==> config.mk <==
export PLATFORM = sky130hd
export DESIGN_NAME = horizontal_ambisonic_panner_ramp_unit
export DESIGN_NICKNAME = d
export VERILOG_FILES = /design/src/rtl/hap_pkg.sv /design/src/rtl/horizontal_ambisonic_panner_ramp_unit.sv
export SDC_FILE = /design/constraint.sdc
export NUM_CORES = 2
export LEC_CHECK = 0
export BUFFER_PORTS_ARGS = -buffer_cell sky130_fd_sc_hd__clkbuf_2
export CAP_MARGIN = 15
export CORE_ASPECT_RATIO = 0.75
export CORE_MARGIN = 2
export CORE_UTILIZATION = 36
export DETAILED_ROUTE_END_ITERATION = 6
export PLACE_DENSITY = 0.55
export SLEW_MARGIN = 0
export SYNTH_ARGS = -nofsm -noshare
export SYNTH_HDL_FRONTEND = slang
export SYNTH_SLANG_ARGS = --single-unit
export TNS_END_PERCENT = 20
==> constraint.sdc <==
create_clock -name i_clk -period 10.69 [get_ports i_clk]
set_input_delay 1.6035 -clock i_clk [delete_from_list [all_inputs] [get_ports i_clk]]
set_output_delay 1.6035 -clock i_clk [all_outputs]
set_load 0.005 [all_outputs]
==> src/rtl/hap_pkg.sv <==
package hap_pkg;

    localparam int SAMPLE_BITS_DEF = 24;
    localparam int GAIN_FRAC_DEF   = 30;

    localparam int GAIN_BITS    = 32;
    localparam int CH_COUNT     = 3;
    localparam int AZ_BITS      = 16;
    localparam int LEN_BITS     = 16;
    localparam int CORDIC_STEPS = 30;

    localparam logic [LEN_BITS-1:0] LEN_RESET = 16'd64;

    // CORDIC gain compensation and sqrt(1/2), both Q30
    localparam logic signed [31:0] CORDIC_K_Q30 = 32'sd652032874;
    localparam logic signed [31:0] W_TARGET_Q30 = 32'sd759250125;

    // atan(2^-i) on a 2^32 circle
    localparam logic [31:0] ATAN_TAB [CORDIC_STEPS] = '{
        32'h20000000, 32'h12E4051E, 32'h09FB385B, 32'h051111D4, 32'h028B0D43,
        32'h0145D7E1, 32'h00A2F61E, 32'h00517C55, 32'h0028BE53, 32'h00145F2F,
        32'h000A2F98, 32'h000517CC, 32'h00028BE6, 32'h000145F3, 32'h0000A2FA,
        32'h0000517D, 32'h000028BE, 32'h0000145F, 32'h00000A30, 32'h00000518,
        32'h0000028C, 32'h00000146, 32'h000000A3, 32'h00000051, 32'h00000029,
        32'h00000014, 32'h0000000A, 32'h00000005, 32'h00000003, 32'h00000001
    };

    localparam logic [1:0] CH_W = 2'd0;
    localparam logic [1:0] CH_X = 2'd1;
    localparam logic [1:0] CH_Y = 2'd2;

    typedef enum logic [3:0] {
        ST_IDLE,
        ST_CORDIC,
        ST_TARGET,
        ST_DIV_LOAD,
        ST_DIV_RUN,
        ST_DIV_END,
        ST_GAIN,
        ST_MUL,
        ST_ACC,
        ST_OUT
    } t_state;

endpackage

==> src/rtl/horizontal_ambisonic_panner_ramp_unit.sv <==
// Channel   Dir  Signals                         Contents
// s_axis    in   tvalid/tready/tdata/tuser       azimuth, sample, mix_w/x/y; tuser = first_of_chunk
// m_axis    out  tvalid/tready/tdata             out_w, out_x, out_y
// cfg       in   i_cfg_valid/o_cfg_ready/data    chunk_length
//
// One request at a time: s_axis_tready is high only while the sequencer is idle.
// Plain item: per channel, a gain update, a multiply and a round/add/saturate step.
// Chunk start adds 30 CORDIC rotations on one shift/add unit, then three
// 34-step restoring divisions, one quotient bit per cycle.
// Synchronous active-low reset clears gains, steps and the output valid, and
// sets chunk_length to 64. A stalled m_axis holds the result; no new request is
// taken until it has moved into the output register.
module horizontal_ambisonic_panner_ramp_unit #(
    parameter int SAMPLE_BITS    = hap_pkg::SAMPLE_BITS_DEF,
    parameter int GAIN_FRAC_BITS = hap_pkg::GAIN_FRAC_DEF
) (
    input  logic                                     i_clk,
    input  logic                                     i_rst_n,
    input  logic                                     s_axis_tvalid,
    output logic                                     s_axis_tready,
    // azimuth, sample, mix_w, mix_x, mix_y (low to high), zero padded
    input  logic [((hap_pkg::AZ_BITS+4*SAMPLE_BITS+7)/8)*8-1:0] s_axis_tdata,
    // first_of_chunk
    input  logic                                     s_axis_tuser,
    output logic                                     m_axis_tvalid,
    input  logic                                     m_axis_tready,
    // out_w, out_x, out_y (low to high), zero padded
    output logic [((3*SAMPLE_BITS+7)/8)*8-1:0]       m_axis_tdata,
    input  logic                                     i_cfg_valid,
    output logic                                     o_cfg_ready,
    input  logic [hap_pkg::LEN_BITS-1:0]             i_cfg_data
);
    import hap_pkg::*;

    localparam int SB      = SAMPLE_BITS;
    localparam int PW      = GAIN_BITS + SB;
    localparam int ACC_W   = PW + 2;
    localparam int TGT_W   = 34;
    localparam int DIFF_W  = 35;
    localparam int DIV_BITS = DIFF_W - 1;
    localparam int TGT_SH  = 30 - GAIN_FRAC_BITS;

    localparam logic signed [TGT_W-1:0] TGT_RND = TGT_W'((64'sd1 <<< TGT_SH) >>> 1);
    localparam logic signed [TGT_W-1:0] W_TGT   =
        (TGT_W'(W_TARGET_Q30) + TGT_RND) >>> TGT_SH;
    localparam logic signed [ACC_W-1:0] P_RND   = ACC_W'(64'sd1 <<< (GAIN_FRAC_BITS - 1));

    t_state r_state, n_state;
    logic   r_out_valid, n_out_valid;
    logic [LEN_BITS-1:0] r_chunk, n_chunk;
    logic signed [GAIN_BITS-1:0] r_gain [CH_COUNT];
    logic signed [GAIN_BITS-1:0] n_gain [CH_COUNT];
    logic signed [GAIN_BITS-1:0] r_step [CH_COUNT];
    logic signed [GAIN_BITS-1:0] n_step [CH_COUNT];

    logic signed [SB-1:0]    r_smp, n_smp;
    logic signed [SB-1:0]    r_mix [CH_COUNT];
    logic signed [SB-1:0]    n_mix [CH_COUNT];
    logic signed [SB-1:0]    r_res [CH_COUNT];
    logic signed [SB-1:0]    n_res [CH_COUNT];
    logic signed [SB-1:0]    r_out [CH_COUNT];
    logic signed [SB-1:0]    n_out [CH_COUNT];
    logic signed [TGT_W-1:0] r_tgt [CH_COUNT];
    logic signed [TGT_W-1:0] n_tgt [CH_COUNT];
    logic signed [TGT_W-1:0] r_x, n_x, r_y, n_y;
    logic signed [32:0]      r_z, n_z;
    logic                    r_neg, n_neg;
    logic [5:0]              r_iter, n_iter;
    logic [1:0]              r_ch, n_ch;
    logic [DIV_BITS-1:0]     r_dvd, n_dvd;
    logic [LEN_BITS-1:0]     r_rem, n_rem;
    logic                    r_qneg, n_qneg;
    logic signed [PW-1:0]    r_prod, n_prod;

    // combinational temporaries
    logic                    in_take;
    logic [31:0]             u_phase;
    logic signed [TGT_W-1:0] x_sh, y_sh, c_val, s_val;
    logic signed [32:0]      at_val;
    logic signed [DIFF_W-1:0] diff;
    logic [LEN_BITS-1:0]     len_eff;
    logic [LEN_BITS:0]       rem_sh;
    logic                    q_bit;
    logic signed [DIFF_W-1:0] q_val;
    logic signed [GAIN_BITS-1:0] q_sat;
    logic signed [GAIN_BITS:0] g_sum;
    logic signed [ACC_W-1:0] rnd_sum, acc_sum;

    assign s_axis_tready = (r_state == ST_IDLE);
    assign in_take       = s_axis_tvalid && s_axis_tready;
    assign o_cfg_ready   = 1'b1;
    assign m_axis_tvalid = r_out_valid;
    assign len_eff       = (r_chunk == '0) ? LEN_BITS'(1) : r_chunk;

    always_comb begin
        m_axis_tdata = '0;
        m_axis_tdata[0 +: SB]    = r_out[CH_W];
        m_axis_tdata[SB +: SB]   = r_out[CH_X];
        m_axis_tdata[2*SB +: SB] = r_out[CH_Y];
    end

    always_comb begin
        n_state     = r_state;
        n_out_valid = r_out_valid;
        n_chunk     = r_chunk;
        n_gain      = r_gain;
        n_step      = r_step;
        n_smp       = r_smp;
        n_mix       = r_mix;
        n_res       = r_res;
        n_out       = r_out;
        n_tgt       = r_tgt;
        n_x         = r_x;
        n_y         = r_y;
        n_z         = r_z;
        n_neg       = r_neg;
        n_iter      = r_iter;
        n_ch        = r_ch;
        n_dvd       = r_dvd;
        n_rem       = r_rem;
        n_qneg      = r_qneg;
        n_prod      = r_prod;

        // left half plane: rotate by 180 degrees, negate afterwards
        u_phase = {s_axis_tdata[AZ_BITS-1:0], 16'h0000};
        u_phase[31] = u_phase[31] ^ (s_axis_tdata[15] ^ s_axis_tdata[14]);

        x_sh   = r_x >>> r_iter[4:0];
        y_sh   = r_y >>> r_iter[4:0];
        at_val = $signed({1'b0, ATAN_TAB[r_iter[4:0]]});
        c_val  = r_neg ? -r_x : r_x;
        s_val  = r_neg ? -r_y : r_y;

        diff   = DIFF_W'(r_tgt[r_ch]) - DIFF_W'(r_gain[r_ch]);
        rem_sh = {r_rem, r_dvd[DIV_BITS-1]};
        q_bit  = (rem_sh >= {1'b0, len_eff});
        q_val  = r_qneg ? -$signed({1'b0, r_dvd}) : $signed({1'b0, r_dvd});
        if (q_val[DIFF_W-1:GAIN_BITS-1] != {(DIFF_W-GAIN_BITS+1){q_val[DIFF_W-1]}}) begin
            q_sat = q_val[DIFF_W-1] ? {1'b1, {(GAIN_BITS-1){1'b0}}}
                                    : {1'b0, {(GAIN_BITS-1){1'b1}}};
        end else begin
            q_sat = q_val[GAIN_BITS-1:0];
        end

        g_sum = (GAIN_BITS+1)'(r_gain[r_ch]) + (GAIN_BITS+1)'(r_step[r_ch]);

        rnd_sum = ACC_W'(r_prod) + P_RND;
        acc_sum = (rnd_sum >>> GAIN_FRAC_BITS) + ACC_W'(r_mix[r_ch]);

        if (i_cfg_valid) begin
            n_chunk = i_cfg_data;
        end

        if (r_out_valid && m_axis_tready) begin
            n_out_valid = 1'b0;
        end

        unique case (r_state)
            ST_IDLE: begin
                if (in_take) begin
                    n_smp       = s_axis_tdata[AZ_BITS +: SB];
                    n_mix[CH_W] = s_axis_tdata[AZ_BITS+SB +: SB];
                    n_mix[CH_X] = s_axis_tdata[AZ_BITS+2*SB +: SB];
                    n_mix[CH_Y] = s_axis_tdata[AZ_BITS+3*SB +: SB];
                    n_x    = TGT_W'(CORDIC_K_Q30);
                    n_y    = '0;
                    n_z    = $signed({u_phase[31], u_phase});
                    n_neg  = s_axis_tdata[15] ^ s_axis_tdata[14];
                    n_iter = '0;
                    n_ch   = CH_W;
                    n_state = s_axis_tuser ? ST_CORDIC : ST_GAIN;
                end
            end
            ST_CORDIC: begin
                if (!r_z[32]) begin
                    n_x = r_x - y_sh;
                    n_y = r_y + x_sh;
                    n_z = r_z - at_val;
                end else begin
                    n_x = r_x + y_sh;
                    n_y = r_y - x_sh;
                    n_z = r_z + at_val;
                end
                n_iter = r_iter + 6'd1;
                if (r_iter == 6'(CORDIC_STEPS - 1)) begin
                    n_state = ST_TARGET;
                end
            end
            ST_TARGET: begin
                n_tgt[CH_W] = W_TGT;
                n_tgt[CH_X] = (c_val + TGT_RND) >>> TGT_SH;
                n_tgt[CH_Y] = (s_val + TGT_RND) >>> TGT_SH;
                n_ch    = CH_W;
                n_state = ST_DIV_LOAD;
            end
            ST_DIV_LOAD: begin
                n_qneg  = diff[DIFF_W-1];
                n_dvd   = diff[DIFF_W-1] ? DIV_BITS'(-diff) : DIV_BITS'(diff);
                n_rem   = '0;
                n_iter  = '0;
                n_state = ST_DIV_RUN;
            end
            ST_DIV_RUN: begin
                // restoring divide, quotient shifts in where the dividend leaves
                n_rem  = q_bit ? LEN_BITS'(rem_sh - {1'b0, len_eff}) : rem_sh[LEN_BITS-1:0];
                n_dvd  = {r_dvd[DIV_BITS-2:0], q_bit};
                n_iter = r_iter + 6'd1;
                if (r_iter == 6'(DIV_BITS - 1)) begin
                    n_state = ST_DIV_END;
                end
            end
            ST_DIV_END: begin
                n_step[r_ch] = q_sat;
                if (r_ch == CH_Y) begin
                    n_ch    = CH_W;
                    n_state = ST_GAIN;
                end else begin
                    n_ch    = r_ch + 2'd1;
                    n_state = ST_DIV_LOAD;
                end
            end
            ST_GAIN: begin
                if (g_sum[GAIN_BITS] != g_sum[GAIN_BITS-1]) begin
                    n_gain[r_ch] = g_sum[GAIN_BITS] ? {1'b1, {(GAIN_BITS-1){1'b0}}}
                                                    : {1'b0, {(GAIN_BITS-1){1'b1}}};
                end else begin
                    n_gain[r_ch] = g_sum[GAIN_BITS-1:0];
                end
                n_state = ST_MUL;
            end
            ST_MUL: begin
                n_prod  = r_gain[r_ch] * r_smp;
                n_state = ST_ACC;
            end
            ST_ACC: begin
                if (acc_sum[ACC_W-1:SB-1] != {(ACC_W-SB+1){acc_sum[ACC_W-1]}}) begin
                    n_res[r_ch] = acc_sum[ACC_W-1] ? {1'b1, {(SB-1){1'b0}}}
                                                   : {1'b0, {(SB-1){1'b1}}};
                end else begin
                    n_res[r_ch] = acc_sum[SB-1:0];
                end
                if (r_ch == CH_Y) begin
                    n_state = ST_OUT;
                end else begin
                    n_ch    = r_ch + 2'd1;
                    n_state = ST_GAIN;
                end
            end
            ST_OUT: begin
                if (!r_out_valid || m_axis_tready) begin
                    n_out       = r_res;
                    n_out_valid = 1'b1;
                    n_state     = ST_IDLE;
                end
            end
            default: begin
                n_state = ST_IDLE;
            end
        endcase
    end

    always_ff @(posedge i_clk) begin
        if (!i_rst_n) begin
            r_state     <= ST_IDLE;
            r_out_valid <= 1'b0;
            r_chunk     <= LEN_RESET;
            r_gain      <= '{default: '0};
            r_step      <= '{default: '0};
        end else begin
            r_state     <= n_state;
            r_out_valid <= n_out_valid;
            r_chunk     <= n_chunk;
            r_gain      <= n_gain;
            r_step      <= n_step;
        end
    end

    always_ff @(posedge i_clk) begin
        r_smp  <= n_smp;
        r_mix  <= n_mix;
        r_res  <= n_res;
        r_out  <= n_out;
        r_tgt  <= n_tgt;
        r_x    <= n_x;
        r_y    <= n_y;
        r_z    <= n_z;
        r_neg  <= n_neg;
        r_iter <= n_iter;
        r_ch   <= n_ch;
        r_dvd  <= n_dvd;
        r_rem  <= n_rem;
        r_qneg <= n_qneg;
        r_prod <= n_prod;
    end

`ifndef SYNTHESIS
    a_busy_after_take: assert property (@(posedge i_clk) disable iff (!i_rst_n)
        (s_axis_tvalid && s_axis_tready) |=> !s_axis_tready)
        else $error("request taken while a previous one is in progress");

    a_result_waits: assert property (@(posedge i_clk) disable iff (!i_rst_n)
        (r_state == ST_OUT && r_out_valid && !m_axis_tready) |=>
            (r_state == ST_OUT && $stable(m_axis_tdata)))
        else $error("result overwrote a pending output");

    a_out_only_from_seq: assert property (@(posedge i_clk) disable iff (!i_rst_n)
        $rose(m_axis_tvalid) |-> $past(r_state == ST_OUT))
        else $error("output valid raised outside of result hand-off");

    a_channel_range: assert property (@(posedge i_clk) disable iff (!i_rst_n)
        (r_state != ST_IDLE && r_state != ST_CORDIC) |-> (r_ch != 2'd3))
        else $error("channel index out of range");
`endif

endmodule

## After elaboration in Yosys (flattened, before gate mapping)

Memory sizes are Yosys's and may differ from the RTL's.
Cells that the tools add are included.

- $add $sub $neg: 17
- Multiply operators: 1
- $lt $le $gt $ge: 4
- Equality and inequality tests: 20
- Shifts and indexed selects: 2
- Muxes and demuxes: 63
- Bitwise logic cells: 4
- Reduce and logical (&&, ||, !) cells: 18

Operator list:

| cell | count |
|---|---|
| 2-to-1 mux 32 bit | 10 |
| 2-to-1 mux 34 bit | 9 |
| bitwise mux 96 bit | 3 |
| case mux 34 bit (2 select lines) | 3 |
| bitwise mux 72 bit | 2 |
| binary-select mux 32 bit (select 2 bit) | 2 |
| negator 34 bit | 3 |
| 2-to-1 mux 24 bit | 4 |
| 2-to-1 mux 96 bit | 1 |
| 2-to-1 mux 72 bit | 1 |
| adder 34 bit | 2 |
| binary-select mux 34 bit (select 2 bit) | 1 |
| >>> shifter 34 x 5 -> 34 bit | 2 |
| subtractor 34 bit | 2 |
| 2-to-1 mux 33 bit | 2 |
| case mux 33 bit (2 select lines) | 1 |
| demux 32 bit (select 2 bit) | 1 |
| adder 56 x 31 -> 57 bit (second input constant) | 1 |
| multiplier 32 x 24 -> 56 bit | 1 |
| binary-select mux 24 bit (select 2 bit) | 1 |
| demux 24 bit (select 2 bit) | 1 |
| case mux 4 bit (10 select lines) | 1 |
| 2-to-1 mux 35 bit | 1 |
| negator 34 -> 35 bit | 1 |
| other kinds (48) | 73 |

- Bits in registers: 738
- Memory bits (read-only): 1024
- Input port bits: 134
- Output and inout port bits: 75
- Word-level logic and storage cells: 161
- Memories: 1

Memories:

| memory | words | width | rd ports | clocked after Yosys merged registers in | write ports | line | RTL |
|---|---|---|---|---|---|---|---|
| (name not given) | 32 | 32 | 1 | 0 | 0 | horizontal_ambisonic_panner_ramp_unit.sv:130 | `at_val = $signed({1'b0, ATAN_TAB[r_iter[4:0]]});` |

## Depth between registers and ports, before layout

- Word-level depth: 8
- Gate-level depth with buffers: 33

## Worst setup path before layout

Ideal clock, no wire load.

- Path type: reg-to-reg
- Start: reg r_ch[0]
- End: reg r_prod[51], data pin
- Library setup time: 0.265 ns
- Data arrival time: 8.469 ns
- Required time: 10.425 ns
- Setup slack: 1.956 ns
- Cell stages (with the launch flop): 30
- Path buffers: 4
- Cells stage by stage: edfxtp_1 > clkbuf_1 > clkbuf_1 > clkbuf_1 > mux2i_1 > o21ai_1 > clkbuf_1 > nand2_1 > fa_1 > fa_1 > fa_1 > fa_1 > inv_1 > fa_1 > fa_1 > inv_1 > fa_1 > inv_1 > ha_1 > a21oi_1 > nand2_1 > a221oi_1 > o211ai_1 > a221oi_1 > a21oi_1 > a311oi_1 > o31ai_1 > a31oi_1 > o21ai_0 > xor2_1

- Cells in the longest elaborated chain, start to end: 5

RTL lines:

| what | line | RTL |
|---|---|---|
| start, declared | horizontal_ambisonic_panner_ramp_unit.sv:69 | `logic [1:0] r_ch, n_ch;` |
| start signal, assigned | horizontal_ambisonic_panner_ramp_unit.sv:289 | `r_ch <= n_ch;` |
| inverter 2 -> 3 bit (not written as such) | horizontal_ambisonic_panner_ramp_unit.sv:232 | `n_prod = r_gain[r_ch] * r_smp;` |
| binary-select mux 32 bit (select 2 bit) | horizontal_ambisonic_panner_ramp_unit.sv:232 |  |
| 2-to-1 mux 32 bit (not written as such) (2 in a row) | horizontal_ambisonic_panner_ramp_unit.sv:232 |  |
| multiplier 32 x 24 -> 56 bit | horizontal_ambisonic_panner_ramp_unit.sv:232 |  |
| end signal, assigned | horizontal_ambisonic_panner_ramp_unit.sv:293 | `r_prod <= n_prod;` |
| end, declared | horizontal_ambisonic_panner_ramp_unit.sv:73 | `logic signed [PW-1:0] r_prod, n_prod;` |

Every way passes these cells. The select of a mux whose other input is x is not followed.
A chain may end at the register's enable or synchronous reset.

## Worst setup path after layout

- Start: reg r_ch[0]
- End: reg r_prod[55], data pin

Same word-level chain as after synthesis.

==> results.md <==
* Most frequent cell after synthesis: inv_1
* Crit path largest cell delay at 0.79 ns
* Worst endpoint required time at 11.25 ns
* Clock Path Buffers at 3
* Worst Reg2Reg Path Length in Cells at 28
* Total overflow reported by the global router at 0
* Die area at 209000 sq um
* Die X-Extent at 527 microns
* Final std cells w/o fill at 10674
* Most frequent CP cell: fa_1
* Drt initial violations at 5586
* Clock Skews at 0.0834 ns
* Post-DRT Antenna Nets at 0
* Yosys cell types at 100
* Worst-Margin Slew at 1.27 ns
* Number of global-route vias before repair at 58123
* Pwr Total at 25.3 mW
* CP startpoint kind: register
* Clock transition at the registers of the reported paths at 0.07 ns
* Crit-path max FO at 42
* Post-synth top area cell: fa_1
* Setup Fix Bufs, Post-CTS at 0
* Global Route Usage Sum at 22.8%
* Crit path capture type: register
* FFs w/ async S/R, synth at 0%
* # IOs at 209
* Port buffer count at 207
* Via-to-Cell Ratio at 5.46
* Global-route wire length before repair at 367000 microns
* M1 wire length at 116000 microns
* Post-synth net total at 9222
* Yosys warning count at 0
* GPL Wtd Cong at 0.933
* Max-cap violations at 0
* Met2 WL at 98300 microns
* Die height at 396 microns
* # hold bufs at CTS at 0
* Max Transition Viols Final at 0
* Syn avg cell area at 9.32 sq um
* Synth Instances at 7927
* CTS tree: built
* Post-CTS sizing at 0
* Clock Latency Late Sink at 0.76 ns
* Drt first pass iters at 6
* Clk root buf: clkbuf_16
* Min Clock Period, post-route at 9.75 ns
* Initial Utilization at 36.3%
* Leakage at 34.9 nW
* Final nets at 9214
* Share of layout cells above drive strength 1 at 8.58%
* Fillers at 20108
* Largest net degree at the start of global routing at 101
* Post-synth EDFFs at 496
* Pwr dens at 313 nW/um^2
* Clock sink count at 709
* Synth top cells by count: 929 x inv_1, 892 x nand2_1, 789 x fa_1
* Hold slack final at 0.403 ns
* Via Count at 58227
* Worst Hold Class: reg2reg
* Status: finished, final reports clean
* Fmax at 103 MHz
* Area growth, synth to finish at 9.13%
* Slew headroom at 15.3%
* Top_reg_cell synth: edfxtp_1
* Max VDD drop at 0.000237 V
* Seq cells post-synth at 709
* Post-synthesis sequential area ratio at 25.9%
* Initial antenna violation count at 10
* Num CTS Buffers at 84
* Arr. time, crit path at 10.32 ns
* Placed insts at 10514
* Synth top area cells: fa_1 21%, edfxtp_1 20%, ha_1 6.3%, dfxtp_1 5.8%, inv_1 4.7%
* WL/cell at 22.5 microns
* Synth Cell Area at 73900 sq um
* Final worst-path cycle share at 91.2%
* Final setup fails at 0
* Setup TNS at 0 ns
* RSZ-0062 raised after global routing: no
* Core ar. at 203000 sq um
* Slowest CP cell: buf_4
* Final hold violation count at 0
* Setup CP Type: reg2reg
* DRT Wirelength at 240000 microns
* Top Layer Used: met5
* DRC at 0
* Cell Rows at 143
* Wire length on met3 at 20800 microns
* Hold Path Stages at 0
* H-tree depth at 3
* Top-area cell type share of the netlist area at 21.4%
* DP HPWL at 183000 microns
state kept, by name (all words and copies together) (netlist names), 6 cells and up:
name / cells
m_axis_tdata: 72
r_z: 33
r_chunk: 16
r_tgt: 68
r_smp: 24
r_step: 96
r_iter: 6
r_gain: 96
r_mix: 72
r_prod: 27
r_x: 34
r_dvd: 34
r_res: 72
r_rem: 16
r_y: 34
kinds of logic after synthesis:
family,Yosys count,share of synthesized area (%)
AO/OA/AOI/OAI,1481,12.7
XOR/XNOR,445,5.28
adder cells (fa/ha/maj),1161,27.7
buffers and inverters,1373,7.20
flip-flops,709,25.9
multiplexers,297,5.35
other,1,0.00508
AND/OR/NAND/NOR,2460,15.9
where the power goes:
part	switching, mW	leakage [nW]	internal, mW
clock network	1.37	1.36	1.60
logic	10.7	27.2	6.74
registers	0.820	6.33	4.05
per-layer routing:
metal / track usage, % / vias up
met2: 32.8 / 2212
met4: 5.10 / 4
met5: 0 / -
met1: 34.6 / 29185
li1: - / 26555
met3: 4.98 / 271
layout make-up:
class	count	area (sq um)	area share, %
sequential	709	19200	23.8
inverter	934	3510	4.35
antenna	4	10.0	0.0124
clock buffer	99	2220	2.75
timing repair buffer	345	2120	2.63
multi-input combinational	5845	49700	61.6
clock inverter	56	583	0.723
tap	2682	3360	4.16
critical path: cells and delay by family (launching register included):
kind | cells | cell delay, ns
AO/OA/AOI/OAI | 10 | 3.10
adder cells (fa/ha/maj) | 8 | 3.93
buffers and inverters | 6 | 1.27
flip-flops | 1 | 0.44
multiplexers | 1 | 0.30
AND/OR/NAND/NOR | 3 | 0.51
cell usage in the layout (no fill, tap or decap), drive strengths merged, types with 32 or more instances in the layout:
cell type / n
inv: 947
nand2: 892
fa: 789
nor2: 542
edfxtp: 496
o21ai: 481
and2: 434
ha: 372
a21oi: 348
clkbuf: 305
xnor2: 268
dfxtp: 213
mux2i: 196
xor2: 177
buf: 139
nor3: 137
a21o: 117
nand3: 77
nor2b: 73
mux4: 73
nand2b: 65
a211oi: 63
a31oi: 62
o211a: 56
and3: 56
or3: 41
o31ai: 38
o21a: 37
clkinv: 35
nand4: 33
o21bai: 32
path summary, 6_finish.rpt:
| kind | to | startpoint | slack, ns |
|---|---|---|---|
| min reg2reg | m_axis_tdata[39]$_DFFE_PP_ | r_res[39]$_DFFE_PP_ | 0.40 |
| max | r_prod[55]$_DFFE_PP_ | r_ch[0]$_SDFFCE_PP0P_ | 0.94 |
| max reg2reg | r_prod[55]$_DFFE_PP_ | r_ch[0]$_SDFFCE_PP0P_ | 0.94 |
| min | m_axis_tdata[39]$_DFFE_PP_ | r_res[39]$_DFFE_PP_ | 0.40 |
metrics by stage:
stage                     util, %  area, sq um  setup WS (ns)
after global routing         39.7        80600          0.570
after detailed placement     38.3        77800          0.991
after CTS                    39.7        80600          0.987
final                        39.7        80600          0.937
after floorplan                 -        73900           1.96
after global placement       38.3        77800          0.976
Power figures use the tool's default switching activity.
